[src/design/assert_macros.svh]
// Assertion helpers used by sensor_frame_receiver_unit.
`ifndef ASSERT_MACROS_SVH
`define ASSERT_MACROS_SVH

// Same-cycle implication, checked on every rising edge outside reset.
`define ASSERT_SAME_CYCLE(label, clk, rst, ante, cons, msg) \
   label: assert property (@(posedge clk) disable iff (rst) (ante) |-> (cons)) \
      else $error(msg);

// Next-cycle implication, checked on every rising edge outside reset.
`define ASSERT_NEXT_CYCLE(label, clk, rst, ante, cons, msg) \
   label: assert property (@(posedge clk) disable iff (rst) (ante) |=> (cons)) \
      else $error(msg);

`endif

[src/design/sfr_pkg.sv]
`timescale 1ns / 1ps

package sfr_pkg;

   localparam int FRAME_LEN = 17;
   localparam int STORE_LEN = FRAME_LEN - 1;

   localparam logic [7:0] HEADER_BYTE = 8'h3C;
   localparam logic [7:0] IDLE_BYTE   = 8'hFF;

   localparam logic [4:0]  LAST_BYTE_COUNT  = 5'(FRAME_LEN);
   localparam logic [14:0] CENTI_SCALE      = 15'd100;
   localparam logic [15:0] IDLE_TIMEOUT_RST = 16'd100;

   // Register index, taken from the word address
   localparam logic REG_IDLE_TIMEOUT = 1'b0;

   typedef enum logic [1:0] {
      STATUS_OK       = 2'd0,
      STATUS_CHECKSUM = 2'd1,
      STATUS_TIMEOUT  = 2'd2
   } status_type;

   typedef struct packed {
      logic [15:0] co2;
      logic [15:0] formaldehyde;
      logic [15:0] tvoc;
      logic [15:0] pm2_5;
      logic [15:0] pm10;
      logic [14:0] temperature_centi;
      logic [14:0] humidity_centi;
   } readings_type;

endpackage

[src/design/sensor_frame_receiver_unit.sv]
`timescale 1ns / 1ps
// Channel   Direction  Handshake              Payload
// req_      in         req_tvalid/req_tready  tuser: mode, tdata: rx_byte
// rsp_      out        rsp_tvalid/rsp_tready  tuser: status, tdata: readings, changed
// csr_      in         APB, pready always 1   idle_timeout at byte address 0
//
// One item per clock unless stalled: an item sits in the input register, is worked
// against the frame state while there and leaves its result in the output register.
// Between acceptance and result valid lie the input register and the output register.
// Reset is synchronous, active high; the reading store needs no clearing.
// The input register holds only while an item with a result meets a full,
// stalled output register; items with no result never wait on rsp_tready.

`include "assert_macros.svh"

module sensor_frame_receiver_unit (
   input  logic         clock,
   input  logic         reset,

   input  logic         req_tvalid,
   output logic         req_tready,
   input  logic [7:0]   req_tdata,   // [7:0] rx_byte
   input  logic         req_tuser,   // [0] mode

   output logic         rsp_tvalid,
   input  logic         rsp_tready,
   // [15:0] co2, [31:16] formaldehyde, [47:32] tvoc, [63:48] pm2_5,
   // [79:64] pm10, [94:80] temperature_centi, [109:95] humidity_centi,
   // [110] changed, [111] zero
   output logic [111:0] rsp_tdata,
   output logic [1:0]   rsp_tuser,   // [1:0] status

   input  logic         csr_psel,
   input  logic         csr_penable,
   input  logic         csr_pwrite,
   input  logic [2:0]   csr_paddr,
   input  logic [31:0]  csr_pwdata,
   output logic [31:0]  csr_prdata,
   output logic         csr_pready
);

   // configuration
   logic [15:0] idle_timeout_ff;
   logic        csr_write;

   // input register
   logic        s1_valid_ff;
   logic        s1_mode_ff;
   logic [7:0]  s1_byte_ff;

   // frame state
   logic        in_frame_ff,    in_frame_in;
   logic [4:0]  byte_count_ff,  byte_count_in;
   logic [7:0]  running_sum_ff, running_sum_in;
   logic [15:0] idle_count_ff,  idle_count_in;
   logic [7:0]  frame_store_ff [sfr_pkg::STORE_LEN];
   logic        store_we;
   logic [3:0]  store_idx;

   sfr_pkg::readings_type last_ff, last_in;
   sfr_pkg::readings_type frame_rd;

   // result
   logic                  emit;
   sfr_pkg::status_type   status;
   logic                  changed;
   logic                  rsp_valid_ff;
   sfr_pkg::status_type   rsp_status_ff;
   sfr_pkg::readings_type rsp_rd_ff;
   logic                  rsp_changed_ff;

   logic        is_idle;
   logic [16:0] next_idle;
   logic        stall;
   logic        consume;

   // ---------------- configuration port ----------------
   assign csr_pready = 1'b1;
   assign csr_write  = csr_psel && csr_penable && csr_pwrite && csr_pready;
   assign csr_prdata = (csr_paddr[2] == sfr_pkg::REG_IDLE_TIMEOUT) ?
                       {16'd0, idle_timeout_ff} : 32'd0;

   always_ff @(posedge clock) begin
      if (reset) begin
         idle_timeout_ff <= sfr_pkg::IDLE_TIMEOUT_RST;
      end else if (csr_write && csr_paddr[2] == sfr_pkg::REG_IDLE_TIMEOUT) begin
         idle_timeout_ff <= csr_pwdata[15:0];
      end
   end

   // ---------------- handshake ----------------
   assign stall      = s1_valid_ff && emit && rsp_valid_ff && !rsp_tready;
   assign consume    = s1_valid_ff && !stall;
   assign req_tready = !s1_valid_ff || consume;

   always_ff @(posedge clock) begin
      if (reset) begin
         s1_valid_ff <= 1'b0;
      end else if (req_tready) begin
         s1_valid_ff <= req_tvalid;
      end
   end

   always_ff @(posedge clock) begin
      if (req_tready && req_tvalid) begin
         s1_mode_ff <= req_tuser;
         s1_byte_ff <= req_tdata;
      end
   end

   // ---------------- frame decode ----------------
   assign frame_rd.co2               = {frame_store_ff[2],  frame_store_ff[3]};
   assign frame_rd.formaldehyde      = {frame_store_ff[4],  frame_store_ff[5]};
   assign frame_rd.tvoc              = {frame_store_ff[6],  frame_store_ff[7]};
   assign frame_rd.pm2_5             = {frame_store_ff[8],  frame_store_ff[9]};
   assign frame_rd.pm10              = {frame_store_ff[10], frame_store_ff[11]};
   assign frame_rd.temperature_centi = {7'd0, frame_store_ff[12]} * sfr_pkg::CENTI_SCALE
                                       + {7'd0, frame_store_ff[13]};
   assign frame_rd.humidity_centi    = {7'd0, frame_store_ff[14]} * sfr_pkg::CENTI_SCALE
                                       + {7'd0, frame_store_ff[15]};

   assign is_idle = s1_mode_ff || (s1_byte_ff == sfr_pkg::IDLE_BYTE);

   always_comb begin
      in_frame_in    = in_frame_ff;
      byte_count_in  = byte_count_ff;
      running_sum_in = running_sum_ff;
      idle_count_in  = idle_count_ff;
      last_in        = last_ff;
      store_we       = 1'b0;
      store_idx      = byte_count_ff[3:0];
      next_idle      = {1'b0, idle_count_ff} + 17'd1;
      emit           = 1'b0;
      status         = sfr_pkg::STATUS_OK;
      changed        = 1'b0;

      if (!in_frame_ff) begin
         // hunt for the header, drop everything else
         if (!is_idle && s1_byte_ff == sfr_pkg::HEADER_BYTE) begin
            in_frame_in    = 1'b1;
            store_we       = 1'b1;
            store_idx      = 4'd0;
            byte_count_in  = 5'd1;
            running_sum_in = s1_byte_ff;
            idle_count_in  = 16'd0;
         end
      end else begin
         if (!is_idle) begin
            if (!byte_count_ff[4]) begin
               store_we       = 1'b1;
               running_sum_in = running_sum_ff + s1_byte_ff;
            end
            byte_count_in = byte_count_ff + 5'd1;
            next_idle     = 17'd1;
         end

         if (next_idle > {1'b0, idle_timeout_ff}) begin
            emit   = 1'b1;
            status = sfr_pkg::STATUS_TIMEOUT;
         end else begin
            idle_count_in = next_idle[15:0];
            if (!is_idle && byte_count_in == sfr_pkg::LAST_BYTE_COUNT) begin
               emit = 1'b1;
               if (running_sum_in != s1_byte_ff) begin
                  status = sfr_pkg::STATUS_CHECKSUM;
               end else begin
                  changed = (frame_rd != last_ff);
                  if (changed) begin
                     last_in = frame_rd;
                  end
               end
            end
         end

         // close the frame on any result
         if (emit) begin
            in_frame_in    = 1'b0;
            byte_count_in  = 5'd0;
            running_sum_in = 8'd0;
            idle_count_in  = 16'd0;
         end
      end
   end

   always_ff @(posedge clock) begin
      if (reset) begin
         in_frame_ff    <= 1'b0;
         byte_count_ff  <= 5'd0;
         running_sum_ff <= 8'd0;
         idle_count_ff  <= 16'd0;
         last_ff        <= '0;
      end else if (consume) begin
         in_frame_ff    <= in_frame_in;
         byte_count_ff  <= byte_count_in;
         running_sum_ff <= running_sum_in;
         idle_count_ff  <= idle_count_in;
         last_ff        <= last_in;
      end
   end

   always_ff @(posedge clock) begin
      if (consume && store_we) begin
         frame_store_ff[store_idx] <= s1_byte_ff;
      end
   end

   // ---------------- result register ----------------
   always_ff @(posedge clock) begin
      if (reset) begin
         rsp_valid_ff <= 1'b0;
      end else if (consume && emit) begin
         rsp_valid_ff <= 1'b1;
      end else if (rsp_tready) begin
         rsp_valid_ff <= 1'b0;
      end
   end

   always_ff @(posedge clock) begin
      if (consume && emit) begin
         rsp_status_ff  <= status;
         rsp_rd_ff      <= (status == sfr_pkg::STATUS_OK) ? frame_rd : '0;
         rsp_changed_ff <= changed;
      end
   end

   assign rsp_tvalid = rsp_valid_ff;
   assign rsp_tuser  = rsp_status_ff;
   assign rsp_tdata  = {1'b0, rsp_changed_ff,
                        rsp_rd_ff.humidity_centi, rsp_rd_ff.temperature_centi,
                        rsp_rd_ff.pm10, rsp_rd_ff.pm2_5, rsp_rd_ff.tvoc,
                        rsp_rd_ff.formaldehyde, rsp_rd_ff.co2};

   // ---------------- assertions ----------------
   `ASSERT_SAME_CYCLE(a_count_in_frame, clock, reset, in_frame_ff,
      byte_count_ff >= 5'd1 && byte_count_ff <= 5'(sfr_pkg::STORE_LEN),
      "byte count out of range inside a frame")
   `ASSERT_SAME_CYCLE(a_clear_outside_frame, clock, reset, !in_frame_ff,
      byte_count_ff == 5'd0 && idle_count_ff == 16'd0 && running_sum_ff == 8'd0,
      "frame counters not cleared outside a frame")
   `ASSERT_NEXT_CYCLE(a_result_closes_frame, clock, reset, consume && emit,
      !in_frame_ff && rsp_valid_ff, "result did not close the frame")
   `ASSERT_SAME_CYCLE(a_error_has_no_change, clock, reset,
      rsp_valid_ff && rsp_status_ff != sfr_pkg::STATUS_OK,
      !rsp_changed_ff && rsp_rd_ff == '0, "error result carries readings")

endmodule
[config.mk]
export PLATFORM = sky130hd
export DESIGN_NAME = sensor_frame_receiver_unit
export DESIGN_NICKNAME = d
export VERILOG_FILES = /design/src/design/sfr_pkg.sv /design/src/design/sensor_frame_receiver_unit.sv
export VERILOG_INCLUDE_DIRS = /design/src /design/src/design
export SDC_FILE = /design/constraint.sdc
export NUM_CORES = 1
export LEC_CHECK = 0
export BUFFER_PORTS_ARGS = -buffer_cell sky130_fd_sc_hd__buf_2
export CAP_MARGIN = 25
export CELL_PAD_IN_SITES_DETAIL_PLACEMENT = 0
export CELL_PAD_IN_SITES_GLOBAL_PLACEMENT = 1
export CORE_MARGIN = 2
export CORE_UTILIZATION = 35
export CTS_BUF_LIST = sky130_fd_sc_hd__clkbuf_4 sky130_fd_sc_hd__clkbuf_8
export CTS_CLUSTER_SIZE = 40
export DETAILED_ROUTE_END_ITERATION = 8
export HOLD_SLACK_MARGIN = 0.03
export PLACE_DENSITY = 0.69
export SLEW_MARGIN = 15
export SYNTH_ARGS = -nofsm -noshare
export SYNTH_HDL_FRONTEND = slang
export SYNTH_SLANG_ARGS = --single-unit
[constraint.sdc]
create_clock -name clock -period 22.9 [get_ports clock]
set_input_delay 2.29 -clock clock [delete_from_list [all_inputs] [get_ports clock]]
set_output_delay 2.29 -clock clock [all_outputs]
set_load 0.005 [all_outputs]
==> results of run 1 <==
==> area by class of cell <==
class	instances	area, µm²
repair buffers	187	1056
clock buffers	94	1175
clock inverters	38	286.5
multi-input cells	1214	8188
inverters	40	150.1
flip-flops and latches	392	10190
diodes	1	2.502
fillers	5112	31790
well taps	696	870.8
==> synthesized netlist by cell type, drive strengths merged, types with 4 or more instances <==
cell,number,area (µm²)
nand3b,6,57.56
o2111ai,4,35.03
xnor2,92,805.8
ha,94,1176
inv,40,150.1
nor2b,98,613.1
nor4,19,133.9
and2,7,43.79
nand3,120,600.6
xor2,75,656.9
buf,38,254.0
a21o,20,150.1
a211oi,25,230.2
mux2i,7,70.07
and4,4,35.03
a31oi,7,43.79
o21ai,112,560.5
o31ai,6,50.05
edfxtp,234,7027
nor3,20,116.4
nand4b,5,43.79
nor2,103,394.1
nand4,33,206.5
a21oi,167,835.8
fa,9,180.2
nor3b,4,30.03
clkbuf,80,302.8
and3,12,75.07
a211o,4,35.03
nand2b,11,68.82
dfxtp,158,3163
or3,6,37.54
nand2,74,277.8
==> state kept, by name, summed over array words and instances (netlist names), 2 cells and up <==
name / cells
byte_count_ff: 5
frame_store_ff: 112
idle_count_ff: 16
idle_timeout_ff: 16
last_ff: 110
rsp_tdata: 110
rsp_tuser: 2
running_sum_ff: 8
s1_byte_ff: 8
==> cells by family after synthesis <==
logic type / Yosys count / synth area share
DFF: 392 / 0.5370
xor gates and xnor gates: 169 / 0.07945
other: 2 / 0.0003958
AOI/OAI and AO/OA: 383 / 0.1207
adders and majority gates: 103 / 0.07148
and+or+nand+nor: 533 / 0.1494
muxes: 8 / 0.004286
buffers and inverters: 158 / 0.03725
==> per-layer routing <==
| layer | GRT usage | up-vias |
|---|---|---|
| met4 | 0.05428 | 8 |
| met2 | 0.2871 | 386 |
| li1 | - | 6609 |
| met3 | 0.04127 | 84 |
| met5 | 0 | - |
| met1 | 0.2427 | 6744 |
==> path summary, 6_finish.rpt <==
check | to
setup / recovery | req_tready
hold / removal | idle_timeout_ff[1]
setup reg to reg | last_ff[28]
hold reg to reg | idle_timeout_ff[1]
==> worst register-to-register path: stages (launching register included) <==
cell	delay [ps]
edfxtp_1	360
buf_4	280
nand4_1	280
nor2_1	90
nor2_1	500
buf_4	330
nor2_1	100
ha_1	300
a21o_1	180
a21o_1	170
a211oi_1	250
o21ai_0	110
a221o_1	410
a21oi_1	610
and3_4	770
buf_4	710
nand2_1	340
o31ai_1	270
==> stage by stage <==
step / hold slack, ps / utilization / total power, mW / setup WS, ps / instances
2_1_floorplan: 436.3 / - / 0.7865 / 14690 / 1764
5_1_grt: 474.1 / 0.4081 / 1.527 / 15340 / 2662
3_5_place_dp: 447.4 / 0.3796 / 0.8017 / 16390 / 2525
4_1_cts: 455.6 / 0.4068 / 1.491 / 15640 / 2657
6_report: 454.9 / 0.4081 / 1.471 / 15610 / 2662
3_3_place_gp: 445.4 / 0.3791 / 0.8011 / 16470 / 2524
==> where the power goes <==
part / switching (mW) / internal, mW / total (mW)
Sequential: 0.000940 / 0.747 / 0.748
Combinational: 0.0289 / 0.0112 / 0.0401
Clock: 0.317 / 0.366 / 0.683
Total: 0.347 / 1.12 / 1.47
==> results.json, run 1 <==
{
  "relSlewSlack": 0.2891,
  "synth_flop_cell": "edfxtp_1",
  "hold_path.startpoint": "idle_timeout_ff[1]",
  "drive_gt1_frac": 0.1684,
  "clkTransAtPathRegs_ps": 60,
  "ant_nets": 0,
  "max_stage_delay_ps": 530,
  "path_buf_inv": 3,
  "crit_fanout": 28,
  "path_cells": "buf_4 -> nand4_1 -> nor2_1 -> nor2_1 -> buf_4 -> nor2_1 -> ha_1 -> a21o_1 -> a21o_1 -> a211oi_1 -> o21ai_0 -> a221o_1 -> a211o_1 -> nand4_1 -> buf_2",
  "die-area_um2": 56100,
  "cpMaxStageDelayCell": "a211o_1",
  "leakage_nw": 8.101,
  "antenna_found_initial": 6,
  "vias": 13831,
  "start_util": 0.3533,
  "wl_met1_um": 23110,
  "die_h_um": 236.8,
  "viasPerCell": 5.196,
  "fin_worst_skew_ps": 43.42,
  "cp_top_family": "compound AO/OA/AOI/OAI gates",
  "wl_per_cell_um": 19.36,
  "wirelength_um": 51530,
  "setup_tns_ps": 0,
  "ys_warn_count": 0,
  "rsz0062_at_grt": "no",
  "die_w_um": 236.8,
  "top_layer_used": "met5",
  "critPathLaunch": "s1_byte_ff[5]",
  "cts_num_sinks": 392,
  "final-hold-violation-count": 0,
  "core_um2": 53710,
  "worstRegToRegCells": 17,
  "end_kind": "output pin",
  "final_max_slew_viol_count": 0,
  "power_density_nw_per_um2": 67.12,
  "layout_common_cells": "edfxtp_1, a21oi_1, buf_2",
  "drtPass1Iterations": 5,
  "ff2ff_setup_slack_ps": 16720,
  "hold_class": "flip-flop to flip-flop",
  "cts_tree": "yes",
  "yosysSeqAreaShare": 0.5370,
  "rows": 85,
  "clockRootBuffer": "clkbuf_8",
  "holdBufCountCts": 0,
  "grt_pass1_vias": 13437,
  "synth_seq_cells": 392,
  "max_cap_viol_count": 0,
  "numCtsBuffers": 71,
  "worst_pin_slew_ps": 1066,
  "postCtsSetupRepairBufs": 0,
  "grt_usage": 0.1797,
  "drt_iter0_drc": 1034,
  "outcome": "finished clean",
  "syn_inst": 1748,
  "grt_pass1_wl_um": 78090,
  "h-tree-depth": 3,
  "finalNetCount": 2060,
  "port_buffers": 163,
  "period_minus_slack_ps": 7289,
  "path_depth": 15,
  "finish.instance_area_um2": 21920,
  "wl_met3_um": 3169,
  "synth_edf_count": 234,
  "cp.required_ps": 20610,
  "post_cts_resized": 0,
  "rr_startpoint": "s1_byte_ff[5]",
  "hpwlAfterDp_um": 33740,
  "setup_viol": 0,
  "clock_latency_ps": 680,
  "placed_area_um2": 20390,
  "synthesis.area_um2": 18980,
  "met2_wirelength_um": 24210,
  "route.detailed.drc": 0,
  "worstPathArrival_ps": 5000,
  "grt_max_degree": 98,
  "ir_worst_vdd_mv": 0.03896,
  "syn_avg_cell_area_um2": 10.86,
  "hold_depth": 2,
  "synthArstFlopShare": 0,
  "final_common_cell": "edfxtp_1",
  "fmaxAchievable_ghz": 0.1372,
  "grt-ovfl-total": 0,
  "cpMostUsedCell": "nor2_1",
  "max-clock-path-buffers": 3,
  "place_congestion": 0.8290,
  "path_class": "flip-flop to output pin",
  "pin_count": 200,
  "startpoint_type": "flip-flop",
  "period_share": 0.3183,
  "yosysUniqueCellTypes": 78,
  "syn_to_final_growth_pct": 15.51
}
(Power assumes the default switching activity.)
==> run 2: changes to the inputs <==
--- a/config.mk
+++ b/config.mk
@@ -6,6 +6,7 @@
 export SDC_FILE = /design/constraint.sdc
 export NUM_CORES = 1
 export LEC_CHECK = 0
+export ABC_AREA = 1
 export BUFFER_PORTS_ARGS = -buffer_cell sky130_fd_sc_hd__buf_2
 export CAP_MARGIN = 25
 export CELL_PAD_IN_SITES_DETAIL_PLACEMENT = 0
@@ -16,7 +17,7 @@
 export CTS_CLUSTER_SIZE = 40
 export DETAILED_ROUTE_END_ITERATION = 8
 export HOLD_SLACK_MARGIN = 0.03
-export PLACE_DENSITY = 0.69
+export PLACE_DENSITY = 0.7
 export SLEW_MARGIN = 15
 export SYNTH_ARGS = -nofsm -noshare
 export SYNTH_HDL_FRONTEND = slang
==> constraint.sdc (replaced) <==
create_clock -name clock -period 7.45 [get_ports clock]
set_input_delay 0.745 -clock clock [delete_from_list [all_inputs] [get_ports clock]]
set_output_delay 0.745 -clock clock [all_outputs]
set_load 0.005 [all_outputs]
==> run 2 against run 1 <==
Compared with the run above:
- flip-flop and latch count is the same
- critical endpoint is now last_ff[102]
- first-iteration DRC count shrank 12%
- non-clock buffer count grew 3
- largest power group unchanged
- combinational power grew to 4.5 times the previous value
- area after synthesis grew 6.2%
- final cell count grew 23%
- global-route usage shrank 0.75 points
- setup slack lost 14000 ps
- highest routed layer unchanged
- power grew to 3.1 times the previous value
- count of clock-buffer cells in the layout grew 13
==> results.json, run 2 <==
{
  "placed_area_um2": 21500,
  "max_stage_delay_ps": 700,
  "grt_pass1_vias": 15134,
  "largest_register_ffs": 112,
  "synthArstFlopShare": 0,
  "cpMaxStageDelayCell": "buf_4",
  "timing.hold.ws_ps": 293.4,
  "grt_pass1_wl_um": 81400,
  "top_register": "frame_store_ff",
  "worstRegToRegCells": 22,
  "post_cts_resized": 0,
  "outcome": "finished clean",
  "place_congestion": 0.8069,
  "netlist.area_leader.share": 0.3487,
  "clock_latency_ps": 650,
  "cp_top_family": "adder cells",
  "leakage_nw": 9.748,
  "power_density_nw_per_um2": 200.4,
  "die_w_um": 243.9,
  "period_minus_slack_ps": 5540,
  "finalPower_mw": 4.615,
  "synthTopCellsByCount": "nand2_1, inv_1, nor2_1, edfxtp_1, a21oi_1",
  "end_kind": "flip-flop",
  "numCtsBuffers": 69,
  "syn_inst": 2303,
  "port_buffers": 163,
  "start_util": 0.3560,
  "period_share": 0.7437,
  "synth_seq_cells": 392,
  "route.detailed.drc": 0,
  "cts_num_sinks": 392,
  "die_h_um": 243.9,
  "grt_max_degree": 111,
  "postCtsSetupRepairBufs": 0,
  "syn_avg_cell_area_um2": 8.749,
  "synthSimpleGateAreaFrac": 0.2301,
  "multi_input_area_um2": 8244,
  "grt-ovfl-total": 0,
  "rr_startpoint": "frame_store_ff[12][1]",
  "final-hold-violation-count": 0,
  "max-clock-path-buffers": 3,
  "fillers": 5729,
  "cts_tree": "yes",
  "finalNetCount": 2617,
  "cpMostUsedCell": "nand2_1",
  "holdBufCountCts": 0,
  "critPathLaunch": "frame_store_ff[12][1]",
  "ir_worst_vdd_mv": 0.09194,
  "h-tree-depth": 3,
  "yosysUniqueCellTypes": 49,
  "cp.required_ps": 8000,
  "clkTransAtPathRegs_ps": 60,
  "r2r_end": "last_ff[102]",
  "pin_count": 200,
  "syn_to_final_growth_pct": 14.29,
  "core_um2": 56600,
  "hold_class": "input port to flip-flop",
  "synth_flop_cell": "edfxtp_1",
  "ant_nets": 0,
  "layout_common_cells": "nand2_1, inv_1, nor2_1",
  "finish.instance_area_um2": 23030,
  "synth_edf_count": 234,
  "hpwlAfterDp_um": 33650,
  "ff_latch_area_um2": 10190,
  "drtPass1Iterations": 5,
  "clockRootBuffer": "clkbuf_8",
  "rows": 87,
  "path_class": "flip-flop to flip-flop",
  "final_common_cell": "nand2_1",
  "synth_top_family_by_area": "simple AND/OR/NAND/NOR gates",
  "yosys-top-cells-area": "edfxtp_1, dfxtp_1, nand2_1",
  "wirelength_um": 51920,
  "viasPerCell": 4.810,
  "relSlewSlack": 0.3796,
  "crit_end": "last_ff[102]",
  "synth_xor_area_frac": 0.03546,
  "drt_iter0_drc": 905,
  "worst_pin_slew_ps": 929.6,
  "setup_viol": 0,
  "fin_worst_skew_ps": 37.58,
  "fmaxAchievable_ghz": 0.1805,
  "grt_usage": 0.1722,
  "vias": 15766,
  "synth_top_area_cell": "edfxtp_1",
  "final_max_slew_viol_count": 0,
  "max_cap_viol_count": 0,
  "path_buf_inv": 2,
  "ff2ff_setup_slack_ps": 1910,
  "synthesis.area_um2": 20150,
  "synth-adder-area-share": 0.06731,
  "crit_fanout": 62,
  "path_cells": "ha_1 -> ha_1 -> ha_1 -> fa_1 -> ha_1 -> nand2_1 -> nor2_1 -> nand2_1 -> nand3_1 -> nand2_1 -> o21ai_0 -> nand2_1 -> inv_1 -> nor2_1 -> nor2_1 -> nand4_1 -> nor2_1 -> nand3_4 -> nand3_4 -> buf_4 -> nand2_1 -> a21oi_1",
  "worstPathArrival_ps": 6090,
  "rsz0062_at_grt": "no",
  "wl_per_cell_um": 15.84,
  "synth_compound_area_frac": 0.07104,
  "antenna_found_initial": 5,
  "yosysSeqAreaShare": 0.5057,
  "yosys.cell_count.top_type": "nand2_1",
  "path_depth": 22,
  "die-area_um2": 59500,
  "ys_warn_count": 0,
  "setup_tns_ps": 0,
  "startpoint_type": "flip-flop",
  "hold_path.startpoint": "req_tuser",
  "muxShareOfSynthArea": 0,
  "drive_gt1_frac": 0.1405
}
==> run 2: how the worst min path moves through the flow <==
stage | slack, ps | cells past startpoint | end
2_1_floorplan | 440 | 2 | last_ff[25]
3_3_place_gp | 450 | 2 | last_ff[25]
3_5_place_dp | 450 | 2 | last_ff[7]
4_1_cts | 240 | 1 | s1_mode_ff
5_1_grt | 250 | 1 | s1_byte_ff[2]
6_report | 290 | 1 | s1_mode_ff
==> run 2: layout make-up <==
cell class | count | area share
Antenna cell | 2 | 0.0002173
Clock buffer | 107 | 0.05661
Clock inverter | 21 | 0.007606
Inverter | 284 | 0.04634
Multi-Input combinational cell | 1526 | 0.3580
Sequential cell | 392 | 0.4425
Tap cell | 756 | 0.04107
Timing Repair Buffer | 190 | 0.04770
==> run 2: cell families after synthesis <==
family / Yosys count
adder cells (fa/ha/maj): 103
AND/OR/NAND/NOR: 1056
flip-flops: 392
AO/OA/AOI/OAI: 270
XOR/XNOR: 79
other: 2
buffers and inverters: 401
==> run 2: metal layers <==
| metal | part of all wire | vias up | global-route usage |
|---|---|---|---|
| li1 | - | 7930 | - |
| met1 | 0.46 | 7390 | 0.2281 |
| met2 | 0.46 | 362 | 0.2775 |
| met3 | 0.053 | 80 | 0.03698 |
| met4 | 0.026 | 4 | 0.06151 |
| met5 | 0.00052 | - | 0 |
==> run 2: report_power, final <==
| group | total (mW) | internal, mW | leakage, nW | switching [mW] |
|---|---|---|---|---|
| Sequential | 2.31 | 2.30 | 3.39 | 0.00842 |
| Combinational | 0.180 | 0.0505 | 5.58 | 0.130 |
| Clock | 2.12 | 1.19 | 0.786 | 0.929 |
| Total | 4.61 | 3.55 | 9.75 | 1.07 |
==> run 2: through the flow <==
| step | cells | utilization | setup slack [ps] |
|---|---|---|---|
| CTS | 3274 | 0.4059 | 1836 |
| finish | 3278 | 0.4069 | 1910 |
| detailed placement | 3146 | 0.3798 | 1875 |
| global placement | 3145 | 0.3793 | 1868 |
| floorplan | 2319 | - | 1695 |
| global route | 3277 | 0.4068 | 1397 |
==> run 3: changes to the inputs <==
==> constraint.sdc (replaced) <==
create_clock -name clock -period 5.4 [get_ports clock]
set_input_delay 0.54 -clock clock [delete_from_list [all_inputs] [get_ports clock]]
set_output_delay 0.54 -clock clock [all_outputs]
set_load 0.005 [all_outputs]
==> run 3 against run 2 <==
Compared with the run above:
- die area stayed put
- flip-flop and latch count unchanged
- sequential share of layout area decreased by 0.45 points
- non-clock buffer count is 16 higher
- register-to-register slack worse by 1300 ps
- global-route usage about the same
- largest cell class unchanged
==> results.json, run 3 (synthesis gave the netlist of run 2 again) <==
{
  "outcome": "finished clean",
  "crit_end": "last_ff[49]",
  "layout_common_cells": "nand2_1, inv_1, nor2_1",
  "ir_worst_vdd_mv": 0.1454,
  "leakage_nw": 9.869,
  "max_cap_viol_count": 0,
  "cts_tree": "yes",
  "vias": 15915,
  "start_util": 0.3560,
  "fmaxAchievable_ghz": 0.2079,
  "final_common_cell": "nand2_1",
  "die_w_um": 243.9,
  "h-tree-depth": 3,
  "period_share": 0.8906,
  "finalPower_mw": 6.492,
  "cp.required_ps": 5970,
  "worstRegToRegCells": 22,
  "pin_count": 200,
  "relSlewSlack": 0.4372,
  "grt_pass1_vias": 15428,
  "final-hold-violation-count": 0,
  "max-clock-path-buffers": 3,
  "antenna_found_initial": 1,
  "ff2ff_setup_slack_ps": 590,
  "port_buffers": 163,
  "die-area_um2": 59500,
  "rr_startpoint": "frame_store_ff[12][1]",
  "grt_max_degree": 111,
  "setup_tns_ps": 0,
  "grt_usage": 0.1723,
  "grt_pass1_wl_um": 81980,
  "route.detailed.drc": 0,
  "core_um2": 56600,
  "fin_ws_ps": 590.5,
  "final_max_slew_viol_count": 0,
  "wirelength_um": 51630,
  "clkTransAtPathRegs_ps": 60,
  "startpoint_type": "flip-flop",
  "rows": 87,
  "cts_num_sinks": 392,
  "largest_register_ffs": 112,
  "dp_slack_ps": 571.2,
  "drtPass1Iterations": 5,
  "worstPathArrival_ps": 5380,
  "placed_cells": 3159,
  "postCtsSetupRepairBufs": 0,
  "worst_pin_slew_ps": 843.2,
  "fin_worst_skew_ps": 42.14,
  "final_cells": 3297,
  "numCtsBuffers": 72,
  "wl_per_cell_um": 15.66,
  "finalNetCount": 2636,
  "rsz0062_at_grt": "no",
  "crit_fanout": 27,
  "ant_nets": 0,
  "r2r_end": "last_ff[49]",
  "top_register": "frame_store_ff",
  "place_congestion": 0.7964,
  "critPathLaunch": "frame_store_ff[12][1]",
  "clockRootBuffer": "clkbuf_8",
  "hold_class": "input port to flip-flop",
  "end_kind": "flip-flop",
  "grt-ovfl-total": 0,
  "period_minus_slack_ps": 4809,
  "hpwlAfterDp_um": 33700,
  "viasPerCell": 4.827,
  "drt_iter0_drc": 1107,
  "setup_viol": 0,
  "post_cts_resized": 0,
  "timing.hold.ws_ps": 93.97,
  "path_class": "flip-flop to flip-flop",
  "drive_gt1_frac": 0.1476,
  "power_density_nw_per_um2": 278.9,
  "syn_to_final_growth_pct": 15.51,
  "clock_latency_ps": 670,
  "die_h_um": 243.9
}
==> run 3: changes by cell type in the layout (fill, tap and decap cells not counted), sizes merged <==
cell	before	now
dlygate4sd3	0	4
clkinvlp	2	3
bufinv	2	4
inv	285	284
buf	190	202
diode	2	1
clkinv	16	18
==> run 3: layout make-up <==
type | count | area, µm²
clock buffer | 107 | 1304
fill | 5650 | 33330
multi-input combinational | 1526 | 8255
antenna | 1 | 2.502
timing repair buffer | 206 | 1246
tap | 756 | 945.9
sequential | 392 | 10190
clock inverter | 25 | 260.3
inverter | 284 | 1067
==> run 3: critical path, cell delays in order (launching register included) <==
cell	delay, ps
edfxtp_1	490
ha_1	340
ha_1	300
ha_1	320
fa_1	480
ha_1	410
nand2_1	100
nor2_1	90
nand2_1	70
nand3_1	70
nand2_1	110
o21ai_0	310
nand2_1	120
inv_1	90
nor2_1	40
nor2_1	80
nand4_1	110
nor2_1	190
nand3_4	160
nand3_4	330
buf_4	310
nand2_1	80
a21oi_1	120
==> run 3: power breakdown <==
group	switching (mW)	leakage (nW)	internal (mW)
clock	1.30	0.818	1.75
combinational	0.181	5.66	0.0699
sequential	0.0128	3.39	3.18
total	1.49	9.87	5.00
==> run 3: metrics by stage <==
stage / instance area [µm²] / utilization
after floorplan: 20240 / -
after global placement: 21650 / 0.3825
after detailed placement: 21650 / 0.3825
after CTS: 23260 / 0.4109
after global routing: 23270 / 0.4112
final: 23270 / 0.4112
==> run 3: metal layers <==
layer / up-vias / global-route usage / routed length, µm / part of all wire
li1: 7963 / - / - / -
met1: 7431 / 0.2329 / 23910 / 0.46
met2: 445 / 0.2745 / 23340 / 0.45
met3: 76 / 0.03139 / 3039 / 0.059
met4: 0 / 0.06546 / 1337 / 0.026
met5: - / 0 / 0 / 0
==> run 3: what timing repair did <==
item                       CTS  global route
hold endpoints to repair     4             0
setup endpoints to repair    0             0
hold buffers                 4             0
==> run 3: worst min-delay path by stage <==
stage / end / cells after the start / slack, ps / from
floorplan: last_ff[25] / 2 / 440 / last_ff[25]
global placement: last_ff[25] / 2 / 450 / last_ff[25]
detailed placement: last_ff[25] / 2 / 450 / last_ff[25]
CTS: s1_byte_ff[3] / 1 / 30 / req_tdata[3]
global route: s1_byte_ff[3] / 1 / 60 / req_tdata[3]
finish: s1_byte_ff[3] / 1 / 90 / req_tdata[3]
